`src/rtl/sk384_pkg.sv`:
```
// ----------------------------------------------------------------------------
// sk384_pkg
// Shared types, constant tables and round-constant helpers for the
// SKINNY-128-384 encryption pipeline.
// ----------------------------------------------------------------------------
package sk384_pkg;

	// Sixteen byte cells; cell 0 is the most significant byte.
	typedef logic [0:15][7:0] cells_t;

	// Default round count for SKINNY-128-384.
	localparam int unsigned ROUNDS_DEF = 56;

	localparam logic [7:0] TK_XOR_CONST = 8'h02;
	localparam logic [3:0] RC_LO_MASK   = 4'hf;

	localparam logic [7:0] SBOX [256] = '{
		8'h65,8'h4c,8'h6a,8'h42,8'h4b,8'h63,8'h43,8'h6b,
		8'h55,8'h75,8'h5a,8'h7a,8'h53,8'h73,8'h5b,8'h7b,
		8'h35,8'h8c,8'h3a,8'h81,8'h89,8'h33,8'h80,8'h3b,
		8'h95,8'h25,8'h98,8'h2a,8'h90,8'h23,8'h99,8'h2b,
		8'he5,8'hcc,8'he8,8'hc1,8'hc9,8'he0,8'hc0,8'he9,
		8'hd5,8'hf5,8'hd8,8'hf8,8'hd0,8'hf0,8'hd9,8'hf9,
		8'ha5,8'h1c,8'ha8,8'h12,8'h1b,8'ha0,8'h13,8'ha9,
		8'h05,8'hb5,8'h0a,8'hb8,8'h03,8'hb0,8'h0b,8'hb9,
		8'h32,8'h88,8'h3c,8'h85,8'h8d,8'h34,8'h84,8'h3d,
		8'h91,8'h22,8'h9c,8'h2c,8'h94,8'h24,8'h9d,8'h2d,
		8'h62,8'h4a,8'h6c,8'h45,8'h4d,8'h64,8'h44,8'h6d,
		8'h52,8'h72,8'h5c,8'h7c,8'h54,8'h74,8'h5d,8'h7d,
		8'ha1,8'h1a,8'hac,8'h15,8'h1d,8'ha4,8'h14,8'had,
		8'h02,8'hb1,8'h0c,8'hbc,8'h04,8'hb4,8'h0d,8'hbd,
		8'he1,8'hc8,8'hec,8'hc5,8'hcd,8'he4,8'hc4,8'hed,
		8'hd1,8'hf1,8'hdc,8'hfc,8'hd4,8'hf4,8'hdd,8'hfd,
		8'h36,8'h8e,8'h38,8'h82,8'h8b,8'h30,8'h83,8'h39,
		8'h96,8'h26,8'h9a,8'h28,8'h93,8'h20,8'h9b,8'h29,
		8'h66,8'h4e,8'h68,8'h41,8'h49,8'h60,8'h40,8'h69,
		8'h56,8'h76,8'h58,8'h78,8'h50,8'h70,8'h59,8'h79,
		8'ha6,8'h1e,8'haa,8'h11,8'h19,8'ha3,8'h10,8'hab,
		8'h06,8'hb6,8'h08,8'hba,8'h00,8'hb3,8'h09,8'hbb,
		8'he6,8'hce,8'hea,8'hc2,8'hcb,8'he3,8'hc3,8'heb,
		8'hd6,8'hf6,8'hda,8'hfa,8'hd3,8'hf3,8'hdb,8'hfb,
		8'h31,8'h8a,8'h3e,8'h86,8'h8f,8'h37,8'h87,8'h3f,
		8'h92,8'h21,8'h9e,8'h2e,8'h97,8'h27,8'h9f,8'h2f,
		8'h61,8'h48,8'h6e,8'h46,8'h4f,8'h67,8'h47,8'h6f,
		8'h51,8'h71,8'h5e,8'h7e,8'h57,8'h77,8'h5f,8'h7f,
		8'ha2,8'h18,8'hae,8'h16,8'h1f,8'ha7,8'h17,8'haf,
		8'h01,8'hb2,8'h0e,8'hbe,8'h07,8'hb7,8'h0f,8'hbf,
		8'he2,8'hca,8'hee,8'hc6,8'hcf,8'he7,8'hc7,8'hef,
		8'hd2,8'hf2,8'hde,8'hfe,8'hd7,8'hf7,8'hdf,8'hff
	};

	// Tweakey cell permutation and ShiftRows as gather maps.
	localparam logic [3:0] TK_PERM [16] = '{
		4'd9, 4'd15, 4'd8, 4'd13, 4'd10, 4'd14, 4'd12, 4'd11,
		4'd0, 4'd1,  4'd2, 4'd3,  4'd4,  4'd5,  4'd6,  4'd7
	};
	localparam logic [3:0] ROW_ROT [16] = '{
		4'd0,  4'd1,  4'd2,  4'd3,  4'd7,  4'd4,  4'd5,  4'd6,
		4'd10, 4'd11, 4'd8,  4'd9,  4'd13, 4'd14, 4'd15, 4'd12
	};

	// One step of the 6-bit round-constant LFSR.
	function automatic logic [5:0] rc_next(input logic [5:0] rc);
		rc_next = {rc[4:0], rc[5] ^ rc[4] ^ 1'b1};
	endfunction

	// Constant used in round r (counted from 0); evaluated at elaboration.
	function automatic logic [5:0] rc_for_round(input int unsigned r);
		logic [5:0] rc;
		rc = 6'd0;
		for (int unsigned k = 0; k <= r; k++) begin
			rc = rc_next(rc);
		end
		rc_for_round = rc;
	endfunction

endpackage

```
`src/rtl/sk384_round.sv`:
```
// ----------------------------------------------------------------------------
// sk384_round
// One registered SKINNY-128-384 round: state update and tweakey schedule step.
// ----------------------------------------------------------------------------
module sk384_round #(
	parameter logic [5:0] RC = 6'd1
) (
	input  logic                 clk,
	input  logic                 arst_n,
	input  logic                 vld_in,
	input  sk384_pkg::cells_t    st_in,
	input  sk384_pkg::cells_t    tk1_in,
	input  sk384_pkg::cells_t    tk2_in,
	input  sk384_pkg::cells_t    tk3_in,
	output logic                 vld_s1,
	output sk384_pkg::cells_t    st_s1,
	output sk384_pkg::cells_t    tk1_s1,
	output sk384_pkg::cells_t    tk2_s1,
	output sk384_pkg::cells_t    tk3_s1
);

	sk384_pkg::cells_t sb, sr, mc, p1, p2, p3;

	always_comb begin
		for (int i = 0; i < 16; i++) begin
			sb[i] = sk384_pkg::SBOX[st_in[i]];
		end
		sb[0] = sb[0] ^ {4'd0, RC[3:0] & sk384_pkg::RC_LO_MASK};
		sb[4] = sb[4] ^ {6'd0, RC[5:4]};
		sb[8] = sb[8] ^ sk384_pkg::TK_XOR_CONST;
		for (int i = 0; i < 8; i++) begin
			sb[i] = sb[i] ^ tk1_in[i] ^ tk2_in[i] ^ tk3_in[i];
		end
		for (int i = 0; i < 16; i++) begin
			sr[i] = sb[sk384_pkg::ROW_ROT[i]];
		end
		// MixColumns of SKINNY: binary matrix, XORs only.
		for (int c = 0; c < 4; c++) begin
			mc[c]      = sr[c] ^ sr[8 + c] ^ sr[12 + c];
			mc[4 + c]  = sr[c];
			mc[8 + c]  = sr[4 + c] ^ sr[8 + c];
			mc[12 + c] = sr[c] ^ sr[8 + c];
		end
		for (int i = 0; i < 16; i++) begin
			p1[i] = tk1_in[sk384_pkg::TK_PERM[i]];
			p2[i] = tk2_in[sk384_pkg::TK_PERM[i]];
			p3[i] = tk3_in[sk384_pkg::TK_PERM[i]];
		end
		// The LFSRs step only the two top rows.
		for (int i = 0; i < 8; i++) begin
			p2[i] = {p2[i][6:0], p2[i][7] ^ p2[i][5]};
			p3[i] = {p3[i][0] ^ p3[i][6], p3[i][7:1]};
		end
	end

	always_ff @(posedge clk or negedge arst_n) begin
		if (!arst_n) begin
			vld_s1 <= 1'b0;
		end else begin
			vld_s1 <= vld_in;
		end
	end

	always_ff @(posedge clk) begin
		st_s1  <= mc;
		tk1_s1 <= p1;
		tk2_s1 <= p2;
		tk3_s1 <= p3;
	end

endmodule

```
`config.mk`:
```
export PLATFORM = sky130hd
export DESIGN_NAME = sk384_round
export DESIGN_NICKNAME = d
export VERILOG_FILES = /design/src/rtl/sk384_pkg.sv /design/src/rtl/sk384_round.sv
export SDC_FILE = /design/constraint.sdc
export NUM_CORES = 1
export LEC_CHECK = 0
export ABC_CLOCK_PERIOD_IN_PS = 900
export BUFFER_PORTS_ARGS = -buffer_cell sky130_fd_sc_hd__buf_2
export CAP_MARGIN = 20
export CORE_AREA = 5 5 402 404
export CTS_CLUSTER_SIZE = 16
export DETAILED_ROUTE_END_ITERATION = 10
export DIE_AREA = 0 0 407 409
export PLACE_DENSITY_LB_ADDON = 0.05
export SKIP_CTS_REPAIR_TIMING = 1
export SLEW_MARGIN = 20
export SYNTH_ARGS = -nofsm -noshare
export SYNTH_HDL_FRONTEND = slang
export SYNTH_SLANG_ARGS = --single-unit
```
`constraint.sdc`:
```
create_clock -name clk -period 0.9 [get_ports clk]
set_input_delay 0.09 -clock clk [delete_from_list [all_inputs] [get_ports clk]]
set_output_delay 0.09 -clock clk [all_outputs]
set_load 0.01 [all_outputs]
```
## Word level (Yosys, flattened, before mapping)

Memories as Yosys holds them, arrays and structs flattened.
Cells that the tools add are included.

- Register bits after elaboration: 513
- ROM bits: 32768
- Input port bits: 515
- Output and inout bits: 513
- Word-level logic and storage cells: 199
- Memories: 16

Memory list:

| memory | words | width | read ports | clocked after Yosys merged registers in | wr ports | line | RTL |
|---|---|---|---|---|---|---|---|
| (name not given) | 256 | 8 | 1 | 0 | 0 | sk384_round.sv:26 | `sb[i] = sk384_pkg::SBOX[st_in[i]];` |
| (name not given) | 256 | 8 | 1 | 0 | 0 | sk384_round.sv:26 |  |
| (name not given) | 256 | 8 | 1 | 0 | 0 | sk384_round.sv:26 |  |
| (name not given) | 256 | 8 | 1 | 0 | 0 | sk384_round.sv:26 |  |
| (name not given) | 256 | 8 | 1 | 0 | 0 | sk384_round.sv:26 |  |
| (name not given) | 256 | 8 | 1 | 0 | 0 | sk384_round.sv:26 |  |
| 10 more memories | - | - | - | - | - | - |  |

- Magnitude comparators: 16
- Mux-type cells: 32
- Bitwise gates (word level): 70

Operators with widths:

| cell | count |
|---|---|
| bitwise XOR 8 bit | 36 |
| two-way mux 8 bit | 32 |
| greater-or-equal comparator 9 bit, second input constant | 16 |
| inverter 8 -> 9 bit | 16 |
| bitwise XOR 1 bit | 16 |
| inverter 1 bit | 2 |

## Logic depth before layout (Yosys ltp)

- Word-level depth: 10
- Depth in mapped cells: 13

## Worst setup path after synthesis

OpenSTA, ideal clock, no wires.

- Path type: input to register
- From: input port st_in[32] (netlist name)
- To: register st_s1[112] (netlist name)
- Arrival time: 2356 ps
- Path slack: -1584 ps
- Stages: 10
- Path buffers: 2
- Cells stage by stage: buf_2 clkbuf_1 inv_1 ha_1 mux4_2 or2_0 a221oi_1 nor2_1 nor4_1 nor4bb_1

RTL lines:

| what | line | RTL |
|---|---|---|
| from (decl) | sk384_round.sv:11 | `input sk384_pkg::cells_t st_in,` |
| to (signal assigned) | sk384_round.sv:65 | `st_s1 <= mc;` |
| to (decl) | sk384_round.sv:16 | `output sk384_pkg::cells_t st_s1,` |

==> flow_metrics.tcl <==
set metrics [dict create \
    p_per_area_mw_per_mm2 1540 \
    internal_power_w 0.0611 \
    layout_common_cells "buf_4 (974), buf_2 (675), dlygate4sd3_1 (402), buf_6 (385), dfxtp_2 (301)" \
    min_path_type "in -> reg" \
    grt_use_total_pct 16.0 \
    fp.dieH_um 409 \
    ys_seq_area_share_pct 33.9 \
    top_level_ports 1028 \
    report.final.slew_viol_count 0 \
    cts_buffers 68 \
    antenna_found_initial 21 \
    yosysWarnings 0 \
    synth.area.top_cells "dfxtp_1 (34%), xnor2_1 (7.4%), ha_1 (6.6%), a21oi_1 (3.5%), o21ai_0 (3.4%)" \
    nets 6415 \
    clock_power_share_pct 31.0 \
    synth_edf_count 0 \
    cp_top_family "compound AO/OA/AOI/OAI gates" \
    start_util_pct 19.3 \
    globalplace.congestion 0.807 \
    cts_tree "built" \
    cp-startpoint "st_in[112]" \
    post-route-period-util_pct 183 \
    max_stage_delay_ps 300 \
    dr.pass1.iters 5 \
    num_vias 34200 \
    critPathLaunchType "primary input" \
    hold_viol 3 \
    worstHoldEndpoint "tk1_s1[56]$_DFF_P_" \
    synth.avg_cell_area_um2 8.83 \
    ant_nets 0 \
    cp-end-kind "register" \
    dp.cells 7273 \
    final_common_cell "buf_4" \
    p_total_w 0.0896 \
    fin_cells 7870 \
    hold_depth 1 \
    worstPathRequired_ps 1420 \
    dieArea_mm2 0.166 \
    clock_path_buffers 3 \
    finalCriticalPeriod_ps 1640 \
    yosysTopAreaCellShare_pct 33.8 \
    cp.arrival_ps 2160 \
    hold-worst-slack_ps -451 \
    worstSetupPathType "in -> reg" \
    path_max_fanout 5 \
    hold_start "tk1_in[120]" \
    ys_types 107 \
    ys_ff_latch 513 \
    wl_per_cell_um 18.7 \
    ys.flop_type "dfxtp_1" \
    clockRootBuffer "clkbuf_16" \
    die_w_um 407 \
    rows 146 \
    power.switching_w 0.0285 \
    maxCapViolCount 0 \
    status "finished with violations" \
    slowest_stage "o31a_1" \
    seqPwrFrac_pct 31.4 \
    async_reset_ff_share_pct 0.195 \
    dp_hpwl_mm 117 \
    setup_ws_ps -743 \
    synth_area_mm2 0.0303 \
    htreeDepth 3 \
    drt_wl_total_mm 147 \
    grt_pass1_vias 32200 \
    core-area_mm2 0.157 \
    setup_viol_count_final 611 \
    netlist_instances 3435 \
    drive_above_1_share_pct 52.8 \
    tightestPinTransition_ps 657 \
    switching_share_pct 31.8 \
    fmaxAchievable_mhz 608 \
    viasPerCell 4.34 \
    drc 0 \
    pwr-share-comb_pct 37.6 \
    ir_drop_uv 2170 \
    syn_nets 4111 \
    maxSlewHeadroom_pct 55.7 \
    clk_pin_slew_ps 50 \
    grt_setup_unrepaired "true" \
    worstPathCellList "buf_8 > clkinvlp_4 > buf_12 > ha_4 > buf_6 > or2_4 > o31a_1 > o221ai_1 > a21oi_1 > a22oi_2 > xnor2_1 > buf_4 > xnor3_1" \
    drt_iter0_drc 1461 \
    grt_pass1_wl_mm 207 \
    grt_max_degree 22 \
    violations "hold timing, setup timing" \
    yosys.area.top_type "dfxtp_1" \
    grt_overflow_total 0 \
    port_buffers 1027 \
    cp_num_buf_inv 5 \
    clock-sinks 513 \
    p_leak_nw 25.3 \
    area_growth_pct 91.4 \
]
Yosys cell counts (28+ instances only):
| cell type | count |
|---|---|
| dfxtp_1 | 512 |
| xnor2_1 | 257 |
| a21oi_1 | 214 |
| nor2_1 | 213 |
| nand2_1 | 210 |
| o21ai_0 | 209 |
| ha_1 | 161 |
| clkbuf_1 | 144 |
| xor2_1 | 108 |
| mux2i_1 | 104 |
| inv_1 | 103 |
| buf_2 | 94 |
| a211oi_1 | 74 |
| nor3_1 | 71 |
| nor2b_1 | 69 |
| nand2b_1 | 68 |
| a31oi_1 | 58 |
| o211ai_1 | 58 |
| nand3_1 | 45 |
| o22ai_1 | 32 |
| o311ai_0 | 31 |
| o31ai_1 | 28 |
stage by stage:
step / setup TNS [ps] / hold slack, ps / util, % / instance area [µm²] / setup WS (ps)
finish: -186520 / -451 / 36.9 / 58100 / -743
global route: -230350 / -519 / 36.9 / 58100 / -780
CTS: -247730 / -909 / 30.7 / 48400 / -799
detailed placement: -138510 / -131 / 29.3 / 46100 / -1570
global placement: -137930 / -132 / 29.3 / 46100 / -1650
floorplan: -78110 / -206 / - / 32400 / -1210
worst max-delay path by stage:
stage                               endpoint  slack (ps)  cells after the start
after global placement     st_s1[40]$_DFF_P_       -1650                     11
after floorplan           st_s1[103]$_DFF_P_       -1210                     10
after global routing      st_s1[120]$_DFF_P_        -780                     10
after CTS                 st_s1[103]$_DFF_P_        -800                     10
final                     st_s1[119]$_DFF_P_        -740                     13
after detailed placement   st_s1[40]$_DFF_P_       -1570                     11
routing by layer:
| layer | global-route usage, % | up-vias | share of wire (%) |
|---|---|---|---|
| met5 | 0 | - | 0.042 |
| met3 | 3.72 | 148 | 5.8 |
| met4 | 3.44 | 10 | 1.7 |
| met1 | 20.0 | 16200 | 43 |
| met2 | 27.9 | 836 | 50 |
| li1 | - | 17000 | - |
power by group through the flow:
stage | sequential (W) | clock, W | combinational [W]
2_1_floorplan | 0.0289 | 0 | 0.0114
3_3_place_gp | 0.0274 | 0 | 0.0275
3_5_place_dp | 0.0275 | 0 | 0.0272
4_1_cts | 0.0270 | 0.0290 | 0.0273
5_1_grt | 0.0285 | 0.0300 | 0.0362
6_report | 0.0281 | 0.0278 | 0.0337
state kept, by name, indices dropped and copies added (netlist names):
name and flops:
vld_s1 1, tk1_s1 128, st_s1 128, tk3_s1 128, tk2_s1 128
cells by family (layout without fill, tap and decap cells):
kind of cell / after synthesis / in the layout / synth area share, %
compound gates: 1028 / 1028 / 23.2
xor+xnor: 383 / 383 / 11.7
fa+ha+maj: 166 / 166 / 6.81
buf+inv: 404 / 2763 / 5.73
flops: 513 / 513 / 33.9
mux: 148 / 148 / 5.88
other cells: 0 / 4 / 0
simple gates: 793 / 793 / 12.7
cell type report:
type,count,area [µm²]
antenna,4,10.0
tap,2072,2590
fill,16100,99400
sequential,513,10700
inverter,118,632
clock buffer,96,1940
multi-input combinational,2518,21400
timing repair buffer,2520,20500
clock inverter,29,359
(Power assumes the default switching activity.)
